==> src/hdl/vrd_pkg.sv <==
// Shared constants, types, microcode and glyph table for the radix digit writer.
`default_nettype none

package vrd_pkg;

    localparam int WHOLE_BITS  = 24;
    localparam int FRAC_BITS   = 16;
    localparam int FRAC_DIGITS = 4;

    localparam int BASE_W  = 5;
    localparam int DIGIT_W = 4;
    localparam int CHAR_W  = 7;
    localparam int PROD_W  = FRAC_BITS + BASE_W;

    localparam int STACK_DEPTH = WHOLE_BITS;
    localparam int SP_W        = $clog2(STACK_DEPTH + 1);
    localparam int IDX_W       = $clog2(STACK_DEPTH);
    localparam int CNT_MAX     = (WHOLE_BITS > FRAC_DIGITS) ? WHOLE_BITS : FRAC_DIGITS;
    localparam int CNT_W       = (CNT_MAX > 1) ? $clog2(CNT_MAX) : 1;

    localparam int PADDR_W = 3;
    localparam int PDATA_W = 32;
    localparam logic REG_BASE = 1'b0;
    localparam logic [BASE_W-1:0] BASE_RESET = BASE_W'(10);
    localparam logic [BASE_W-1:0] BASE_MIN   = BASE_W'(2);
    localparam logic [BASE_W-1:0] BASE_MAX   = BASE_W'(16);

    localparam logic [CHAR_W-1:0] ASCII_POINT = CHAR_W'(46);
    localparam logic [CHAR_W-1:0] ASCII_MINUS = CHAR_W'(45);
    localparam logic [CHAR_W-1:0] ASCII_SPACE = CHAR_W'(32);
    localparam logic [CHAR_W-1:0] ASCII_ZERO  = CHAR_W'(48);
    localparam logic [CHAR_W-1:0] ASCII_A     = CHAR_W'(65);

    localparam int OP_W = 4;
    localparam logic [OP_W-1:0] OP_NOP   = 4'd0;
    localparam logic [OP_W-1:0] OP_LOAD  = 4'd1;
    localparam logic [OP_W-1:0] OP_MINUS = 4'd2;
    localparam logic [OP_W-1:0] OP_DINIT = 4'd3;
    localparam logic [OP_W-1:0] OP_DSTEP = 4'd4;
    localparam logic [OP_W-1:0] OP_PUSH  = 4'd5;
    localparam logic [OP_W-1:0] OP_POP   = 4'd6;
    localparam logic [OP_W-1:0] OP_POINT = 4'd7;
    localparam logic [OP_W-1:0] OP_FRAC  = 4'd8;
    localparam logic [OP_W-1:0] OP_SPACE = 4'd9;

    localparam int COND_W = 3;
    localparam logic [COND_W-1:0] COND_NONE   = 3'd0;
    localparam logic [COND_W-1:0] COND_ALWAYS = 3'd1;
    localparam logic [COND_W-1:0] COND_CNT    = 3'd2;
    localparam logic [COND_W-1:0] COND_WHOLE  = 3'd3;
    localparam logic [COND_W-1:0] COND_MORE   = 3'd4;
    localparam logic [COND_W-1:0] COND_NOFRAC = 3'd5;

    localparam int STEP_W = 4;
    localparam logic [STEP_W-1:0] STEP_LOAD  = 4'd0;
    localparam logic [STEP_W-1:0] STEP_MINUS = 4'd1;
    localparam logic [STEP_W-1:0] STEP_DINIT = 4'd2;
    localparam logic [STEP_W-1:0] STEP_DSTEP = 4'd3;
    localparam logic [STEP_W-1:0] STEP_PUSH  = 4'd4;
    localparam logic [STEP_W-1:0] STEP_POP   = 4'd5;
    localparam logic [STEP_W-1:0] STEP_POINT = 4'd6;
    localparam logic [STEP_W-1:0] STEP_FRAC  = 4'd7;
    localparam logic [STEP_W-1:0] STEP_SPACE = 4'd8;
    localparam logic [STEP_W-1:0] STEP_LAST  = STEP_SPACE;

    typedef struct packed {
        logic [OP_W-1:0]   op;
        logic [COND_W-1:0] cond;
        logic [STEP_W-1:0] target;
    } uword_t;

    typedef struct packed {
        logic [OP_W-1:0] op;
        logic            en;
    } ctrl_t;

    typedef struct packed {
        logic              emit;
        logic [CHAR_W-1:0] glyph;
        logic              last;
        logic              whole_nz;
        logic              frac_nz;
        logic              cnt_nz;
        logic              sp_last;
    } stat_t;

    function automatic uword_t ucode(input logic [STEP_W-1:0] step);
        uword_t uw;
        case (step)
            STEP_LOAD:  uw = '{op: OP_LOAD,  cond: COND_NONE,   target: STEP_LOAD};
            STEP_MINUS: uw = '{op: OP_MINUS, cond: COND_NONE,   target: STEP_LOAD};
            STEP_DINIT: uw = '{op: OP_DINIT, cond: COND_NONE,   target: STEP_LOAD};
            STEP_DSTEP: uw = '{op: OP_DSTEP, cond: COND_CNT,    target: STEP_DSTEP};
            STEP_PUSH:  uw = '{op: OP_PUSH,  cond: COND_WHOLE,  target: STEP_DINIT};
            STEP_POP:   uw = '{op: OP_POP,   cond: COND_MORE,   target: STEP_POP};
            STEP_POINT: uw = '{op: OP_POINT, cond: COND_NOFRAC, target: STEP_SPACE};
            STEP_FRAC:  uw = '{op: OP_FRAC,  cond: COND_CNT,    target: STEP_FRAC};
            STEP_SPACE: uw = '{op: OP_SPACE, cond: COND_ALWAYS, target: STEP_LOAD};
            default:    uw = '{op: OP_NOP,   cond: COND_ALWAYS, target: STEP_LOAD};
        endcase
        return uw;
    endfunction

    function automatic logic [CHAR_W-1:0] glyph(input logic [DIGIT_W-1:0] d);
        logic [CHAR_W-1:0] c;
        if (d < DIGIT_W'(10))
            c = ASCII_ZERO + CHAR_W'(d);
        else
            c = ASCII_A + CHAR_W'(d) - CHAR_W'(10);
        return c;
    endfunction

    function automatic logic [BASE_W-1:0] sat_base(input logic [BASE_W-1:0] b);
        logic [BASE_W-1:0] r;
        if (b < BASE_MIN)
            r = BASE_MIN;
        else if (b > BASE_MAX)
            r = BASE_MAX;
        else
            r = b;
        return r;
    endfunction

endpackage

`default_nettype wire

==> src/hdl/vrd_datapath.sv <==
// Datapath: operand registers, bit-serial divider, digit stack and fraction multiplier.
`default_nettype none

module vrd_datapath (
    input  wire logic                            clk,
    input  wire logic                            rst_n,
    input  wire vrd_pkg::ctrl_t                  ctrl,
    input  wire logic                            is_negative,
    input  wire logic [vrd_pkg::WHOLE_BITS-1:0]  whole_part,
    input  wire logic [vrd_pkg::FRAC_BITS-1:0]   fraction_part,
    input  wire logic [vrd_pkg::BASE_W-1:0]      base_cfg,
    output vrd_pkg::stat_t                       stat
);

    logic                               neg_reg,   neg_next;
    logic [vrd_pkg::WHOLE_BITS-1:0]     whole_reg, whole_next;
    logic [vrd_pkg::FRAC_BITS-1:0]      frac_reg,  frac_next;
    logic [vrd_pkg::BASE_W-1:0]         b_reg,     b_next;
    logic [vrd_pkg::DIGIT_W-1:0]        rem_reg,   rem_next;
    logic [vrd_pkg::CNT_W-1:0]          cnt_reg,   cnt_next;
    logic [vrd_pkg::SP_W-1:0]           sp_reg,    sp_next;
    logic [vrd_pkg::DIGIT_W-1:0]        stack_reg [vrd_pkg::STACK_DEPTH];

    logic [vrd_pkg::BASE_W-1:0]         trial;
    logic                               qbit;
    logic [vrd_pkg::PROD_W-1:0]         prod;
    logic [vrd_pkg::SP_W-1:0]           sp_dec;
    logic [vrd_pkg::DIGIT_W-1:0]        top_digit;
    logic                               push_en;

    assign trial     = {rem_reg, whole_reg[vrd_pkg::WHOLE_BITS-1]};
    assign qbit      = (trial >= b_reg);
    assign prod      = vrd_pkg::PROD_W'(frac_reg) * vrd_pkg::PROD_W'(b_reg);
    assign sp_dec    = sp_reg - vrd_pkg::SP_W'(1);
    assign top_digit = stack_reg[sp_dec[vrd_pkg::IDX_W-1:0]];
    assign push_en   = ctrl.en && (ctrl.op == vrd_pkg::OP_PUSH);

    always_comb
    begin
        neg_next   = neg_reg;
        whole_next = whole_reg;
        frac_next  = frac_reg;
        b_next     = b_reg;
        rem_next   = rem_reg;
        cnt_next   = cnt_reg;
        sp_next    = sp_reg;
        if (ctrl.en)
        begin
            case (ctrl.op)
                vrd_pkg::OP_LOAD:
                begin
                    neg_next   = is_negative;
                    whole_next = whole_part;
                    frac_next  = fraction_part;
                    b_next     = vrd_pkg::sat_base(base_cfg);
                    sp_next    = '0;
                end
                vrd_pkg::OP_DINIT:
                begin
                    rem_next = '0;
                    cnt_next = vrd_pkg::CNT_W'(vrd_pkg::WHOLE_BITS - 1);
                end
                vrd_pkg::OP_DSTEP:
                begin
                    rem_next   = qbit ? vrd_pkg::DIGIT_W'(trial - b_reg)
                                      : vrd_pkg::DIGIT_W'(trial);
                    whole_next = {whole_reg[vrd_pkg::WHOLE_BITS-2:0], qbit};
                    cnt_next   = cnt_reg - vrd_pkg::CNT_W'(1);
                end
                vrd_pkg::OP_PUSH:
                    sp_next = sp_reg + vrd_pkg::SP_W'(1);
                vrd_pkg::OP_POP:
                    sp_next = sp_dec;
                vrd_pkg::OP_POINT:
                    cnt_next = vrd_pkg::CNT_W'(vrd_pkg::FRAC_DIGITS - 1);
                vrd_pkg::OP_FRAC:
                begin
                    frac_next = prod[vrd_pkg::FRAC_BITS-1:0];
                    cnt_next  = cnt_reg - vrd_pkg::CNT_W'(1);
                end
                default:
                begin
                end
            endcase
        end
    end

    always_ff @(posedge clk or negedge rst_n)
    begin
        if (!rst_n)
            sp_reg <= '0;
        else
            sp_reg <= sp_next;
    end

    always_ff @(posedge clk)
    begin
        neg_reg   <= neg_next;
        whole_reg <= whole_next;
        frac_reg  <= frac_next;
        b_reg     <= b_next;
        rem_reg   <= rem_next;
        cnt_reg   <= cnt_next;
    end

    always_ff @(posedge clk)
    begin
        if (push_en)
            stack_reg[sp_reg[vrd_pkg::IDX_W-1:0]] <= rem_reg;
    end

    always_comb
    begin
        stat.emit     = 1'b0;
        stat.glyph    = vrd_pkg::ASCII_SPACE;
        stat.last     = 1'b0;
        stat.whole_nz = (whole_reg != '0);
        stat.frac_nz  = (frac_reg != '0);
        stat.cnt_nz   = (cnt_reg != '0);
        stat.sp_last  = (sp_reg == vrd_pkg::SP_W'(1));
        case (ctrl.op)
            vrd_pkg::OP_MINUS:
            begin
                stat.emit  = neg_reg && ((whole_reg != '0) || (frac_reg != '0));
                stat.glyph = vrd_pkg::ASCII_MINUS;
            end
            vrd_pkg::OP_POP:
            begin
                stat.emit  = 1'b1;
                stat.glyph = vrd_pkg::glyph(top_digit);
            end
            vrd_pkg::OP_POINT:
            begin
                stat.emit  = (frac_reg != '0);
                stat.glyph = vrd_pkg::ASCII_POINT;
            end
            vrd_pkg::OP_FRAC:
            begin
                stat.emit  = 1'b1;
                stat.glyph = vrd_pkg::glyph(
                    prod[vrd_pkg::FRAC_BITS+vrd_pkg::DIGIT_W-1:vrd_pkg::FRAC_BITS]);
            end
            vrd_pkg::OP_SPACE:
            begin
                stat.emit  = 1'b1;
                stat.glyph = vrd_pkg::ASCII_SPACE;
                stat.last  = 1'b1;
            end
            default:
            begin
            end
        endcase
    end

endmodule

`default_nettype wire

==> src/hdl/value_to_radix_digits_core.sv <==
// Top level: microcode sequencer, output word register and base register port.
//
//  channel | handshake                         | payload
//  --------+-----------------------------------+---------------------------------------
//  in      | in_valid / in_ready               | is_negative, whole_part, fraction_part
//  out     | out_valid / out_ready             | character, last
//  cfg     | psel, penable, pwrite, pready     | paddr, pwdata, prdata (base at 0x0)
//
//  Each integer digit takes one setup, the one-bit-per-cycle restoring divider over all
//  whole bits, one push and one pop; fraction digits, produced only when the fraction
//  is nonzero, take one multiply each. Output stalls lengthen a number's run.
//  in_ready is high only in the load step.
//  Reset clears the step counter, output valid and sets base to ten.
//  A stalled output word holds the sequencer on its emitting step.
`default_nettype none

module value_to_radix_digits_core (
    input  wire logic                                  clk,
    input  wire logic                                  rst_n,
    input  wire logic                                  in_valid,
    output logic                                       in_ready,
    input  wire logic                                  is_negative,
    input  wire logic [vrd_pkg::WHOLE_BITS-1:0]        whole_part,
    input  wire logic [vrd_pkg::FRAC_BITS-1:0]         fraction_part,
    output logic                                       out_valid,
    input  wire logic                                  out_ready,
    output logic [vrd_pkg::CHAR_W-1:0]                 character,
    output logic                                       last,
    input  wire logic                                  psel,
    input  wire logic                                  penable,
    input  wire logic                                  pwrite,
    input  wire logic [vrd_pkg::PADDR_W-1:0]           paddr,
    input  wire logic [vrd_pkg::PDATA_W-1:0]           pwdata,
    output logic [vrd_pkg::PDATA_W-1:0]                prdata,
    output logic                                       pready
);

    logic [vrd_pkg::STEP_W-1:0]  step_reg, step_next;
    logic [vrd_pkg::BASE_W-1:0]  base_reg, base_next;
    logic                        out_valid_reg, out_valid_next;
    logic [vrd_pkg::CHAR_W-1:0]  char_reg, char_next;
    logic                        last_reg, last_next;

    vrd_pkg::uword_t uw;
    vrd_pkg::ctrl_t  ctrl;
    vrd_pkg::stat_t  stat;
    logic            stall;
    logic            taken;
    logic            emit_fire;
    logic            cfg_write;

    assign pready    = 1'b1;
    assign cfg_write = psel && penable && pwrite && pready && (paddr[2] == vrd_pkg::REG_BASE);
    assign prdata    = (paddr[2] == vrd_pkg::REG_BASE) ? vrd_pkg::PDATA_W'(base_reg) : '0;
    assign base_next = cfg_write ? pwdata[vrd_pkg::BASE_W-1:0] : base_reg;

    assign uw        = vrd_pkg::ucode(step_reg);
    assign stall     = (stat.emit && out_valid_reg && !out_ready)
                    || ((uw.op == vrd_pkg::OP_LOAD) && !in_valid);
    assign ctrl.op   = uw.op;
    assign ctrl.en   = !stall;
    assign emit_fire = stat.emit && !stall;
    assign in_ready  = (step_reg == vrd_pkg::STEP_LOAD);

    vrd_datapath u_datapath (
        .clk           (clk),
        .rst_n         (rst_n),
        .ctrl          (ctrl),
        .is_negative   (is_negative),
        .whole_part    (whole_part),
        .fraction_part (fraction_part),
        .base_cfg      (base_reg),
        .stat          (stat)
    );

    always_comb
    begin
        case (uw.cond)
            vrd_pkg::COND_ALWAYS: taken = 1'b1;
            vrd_pkg::COND_CNT:    taken = stat.cnt_nz;
            vrd_pkg::COND_WHOLE:  taken = stat.whole_nz;
            vrd_pkg::COND_MORE:   taken = !stat.sp_last;
            vrd_pkg::COND_NOFRAC: taken = !stat.frac_nz;
            default:              taken = 1'b0;
        endcase
        if (stall)
            step_next = step_reg;
        else if (taken)
            step_next = uw.target;
        else
            step_next = step_reg + vrd_pkg::STEP_W'(1);
    end

    always_comb
    begin
        out_valid_next = out_valid_reg;
        char_next      = char_reg;
        last_next      = last_reg;
        if (emit_fire)
        begin
            out_valid_next = 1'b1;
            char_next      = stat.glyph;
            last_next      = stat.last;
        end
        else if (out_ready)
            out_valid_next = 1'b0;
    end

    always_ff @(posedge clk or negedge rst_n)
    begin
        if (!rst_n)
        begin
            step_reg      <= vrd_pkg::STEP_LOAD;
            base_reg      <= vrd_pkg::BASE_RESET;
            out_valid_reg <= 1'b0;
        end
        else
        begin
            step_reg      <= step_next;
            base_reg      <= base_next;
            out_valid_reg <= out_valid_next;
        end
    end

    always_ff @(posedge clk)
    begin
        char_reg <= char_next;
        last_reg <= last_next;
    end

    assign out_valid = out_valid_reg;
    assign character = char_reg;
    assign last      = last_reg;

    a_step_in_program: assert property (@(posedge clk) disable iff (!rst_n)
        step_reg <= vrd_pkg::STEP_LAST)
        else $error("step counter left the program");

    a_accept_starts_run: assert property (@(posedge clk) disable iff (!rst_n)
        (in_valid && in_ready) |=> (step_reg == vrd_pkg::STEP_MINUS))
        else $error("accepted number did not start a run");

    a_last_ends_run: assert property (@(posedge clk) disable iff (!rst_n)
        (emit_fire && stat.last) |=> (step_reg == vrd_pkg::STEP_LOAD) && out_valid_reg && last_reg)
        else $error("separator did not close the run");

endmodule

`default_nettype wire
==> config.mk <==
export PLATFORM = sky130hd
export DESIGN_NAME = value_to_radix_digits_core
export DESIGN_NICKNAME = d
export VERILOG_FILES = /design/src/hdl/vrd_pkg.sv /design/src/hdl/vrd_datapath.sv /design/src/hdl/value_to_radix_digits_core.sv
export SDC_FILE = /design/constraint.sdc
export NUM_CORES = 1
export LEC_CHECK = 0
export ABC_AREA = 1
export BUFFER_PORTS_ARGS = -buffer_cell sky130_fd_sc_hd__clkbuf_2
export CAP_MARGIN = 20
export CORE_MARGIN = 5
export CORE_UTILIZATION = 38
export DETAILED_ROUTE_END_ITERATION = 10
export PLACE_DENSITY = 0.62
export REMOVE_ABC_BUFFERS = 1
export SLEW_MARGIN = 20
export SYNTH_ARGS = -nofsm -noshare
export SYNTH_HDL_FRONTEND = slang
export SYNTH_SLANG_ARGS = --single-unit
==> constraint.sdc <==
create_clock -name clk -period 11.4 [get_ports clk]
set_input_delay 3.42 -clock clk [delete_from_list [all_inputs] [get_ports clk]]
set_output_delay 3.42 -clock clk [all_outputs]
set_load 0.05 [all_outputs]
==> metrics <==
result of the run=complete, no violations; clk buf depth=2; PostCTS Resize Cnt=0; post-synthesis register bit count=about 170; largest net degree at the start of global routing=55; Max-cap violations=0; Final Hold Violating Endpoints=0; antenna violations before repair=0; ANT nets after route=0; CTS hold repair buffers=0; drt initial violations=460; Num CTS Buffers=17; CP Capture Type=primary output; register area=~0.0052 sq mm; commonest non-fill, non-tap cell in the layout=nand2_1; via count=around 8,800; Initial Utilization=0.386; Post-Synth Simple-Gate Area=0.222; Final Setup Violations=0; # rows=63; number of flops mapped to enable cells by yosys=between 150 and 200; nets=1,598; largest cells by area after synthesis=edfxtp_1 (42%), nand2_1 (12%), inv_1 (8.1%); Die X=between 150 and 200 um; Post-Layout Cell Count=between 1,500 and 2,000; n_diodes=0; post-layout util=0.427; final weighted congestion in routability-driven placement=approximately 0.83; core area=0.0297 sq mm; IO buf count=68; max reg flops=96; Setup WS pre-CTS=around 4.0 ns; Total Wirelength=between 20 and 30 mm; vias in the first global route=between 8,000 and 9,000; Slew HR=0.282; Adder-Cell Fraction of Synth Area=0.126; top cell type's share of synthesized area=0.416; Worst Slack Setup Final=between 4 and 5 ns; synth-to-layout area growth=10.6%; Synth Area in XOR/XNOR=0.0174; Async SR Flop Fraction=0.0862; CTS Sinks=174; Hold Path Class=reg2reg; mux cell area share after synthesis=0; Final Cycle Share=0.645; clk slew on worst S/H paths=0.07 ns; slowest CP cell=clkbuf_2; Die Span Y=~180 um; Remaining Overflow, GRT=0; critical-path cell list=clkbuf_2 > nor2_1 > clkbuf_2; Yosys cell types=39; Slew @ Worst Pin=~1.1 ns; share of layout cells above drive strength 1=0.0897; Filler cells=2,965; Vias per Instance=4.82; clk_skew=approximately 0.018 ns; DRC errors left=0; H-Tree Depth=4; CP required=7.98 ns; Fmax=between 100 and 150 MHz; I/O Pins=around 130; Syn Inst Count=~1,400; Final min period=7.36 ns; Post-synth top flop=edfxtp_1; Synth Cell Area=around 0.011 sq mm; die area=0.0338 sq mm; setup_tns=0 ns; post-synth top area cell=edfxtp_1; commonest non-fill, non-tap cells in the layout=nand2_1 (376), inv_1 (248), edfxtp_1 (159); CP Launch Type=input pin; placed insts=approximately 1,800; WL per Instance=roughly 14 um; Max Slew Vio Count=0; Global Route Usage Sum=0.158; compound-cell area share of the yosys netlist=0.0659; area of the multi-input gates=0.00506 sq mm; CP peak stage delay=approximately 0.28 ns; drt pass-1 iters=5; Worst Path Arrival=between 3 and 4 ns; syn avg cell area=8.35 sq um; RSZ-0062 raised after global routing=false; YS warnings=0; largest family of logic cells by synthesized area=simple AND/OR/NAND/NOR gates; Seq/Total Area, Yosys=0.449; CP most frequent cell=clkbuf_2; DP HPWL=approximately 19 mm; buffer count from post-CTS setup fixing=0; critical path peak fanout=6; CTS tree=done; Clock Tree Root=clkbuf_16; worst-skew pair later-pin latency=~0.44 ns; first-pass GRT wire length=about 43 mm; WS Path Type=in2out
-- worst max-delay path: cells and delay by family --
family,cells,cell delay [ns]
and+or+nand+nor,1,0.11
buffers and inverters,2,0.40
-- stage by stage --
stage	cell area (sq um)	hold WS, ns
final	12700	0.534
after floorplan	11200	0.491
after global placement	12000	0.515
after global routing	12700	0.569
after detailed placement	12000	0.523
after CTS	12700	0.541
-- routing by layer --
metal | part of all wire | global-route usage | wire, um
met4 | 0.013 | 0.0364 | 331
met3 | 0.045 | 0.0237 | 1170
met5 | 0 | 0 | 0
met2 | 0.50 | 0.277 | 13000
met1 | 0.45 | 0.209 | 11700
-- kinds of logic (layout without fill, tap and decap cells) --
logic type                 count (synthesis)  in the layout
and+or+nand+nor                          623            623
buffers and inverters                    324            361
DFF                                      174            174
AOI/OAI and AO/OA                        140            140
adders and majority gates                 90             90
xor gates and xnor gates                  22             22
other                                      2             28
-- Yosys cell counts (3+ instances only) --
master and number:
a21oi_1 34, nand3_2 3, nor2_2 3, buf_4 31, ha_1 48, nand3_1 102
inv_2 6, edfxtp_1 159, o211ai_1 4, nand4_1 12, inv_1 248, buf_6 3
o21ai_1 4, nand2_1 376, clkbuf_1 22, xnor2_1 9, o21ai_0 81, dfrtp_1 13
nor2_1 116, fa_1 42, buf_2 13, xor2_1 12, o22ai_1 9
-- worst paths after layout --
kind / start / slack, ns / cells after the start / endpoint
hold reg to reg: base_reg[1] / 0.53 / 2 / base_reg[1]
setup / recovery: paddr[2] / 4.04 / 3 / prdata[4]
max in group asynchronous: rst_n / 8.11 / 1 / base_reg[1]
hold / removal: base_reg[1] / 0.53 / 2 / base_reg[1]
setup reg to reg: u_datapath.b_reg[3] / 6.59 / 24 / character[2]
min in group asynchronous: rst_n / 2.94 / 1 / base_reg[0]
-- area by class of cell --
class	instances	area share
clock buffer	17	0.0335
multi-input combinational	903	0.399
sequential	174	0.406
clock inverter	15	0.0174
inverter	255	0.0754
tap	390	0.0384
timing repair buffer	74	0.0304
Power is not shown: default switching activity piles up to over one toggle a cycle in this logic, so the estimate is an artifact.
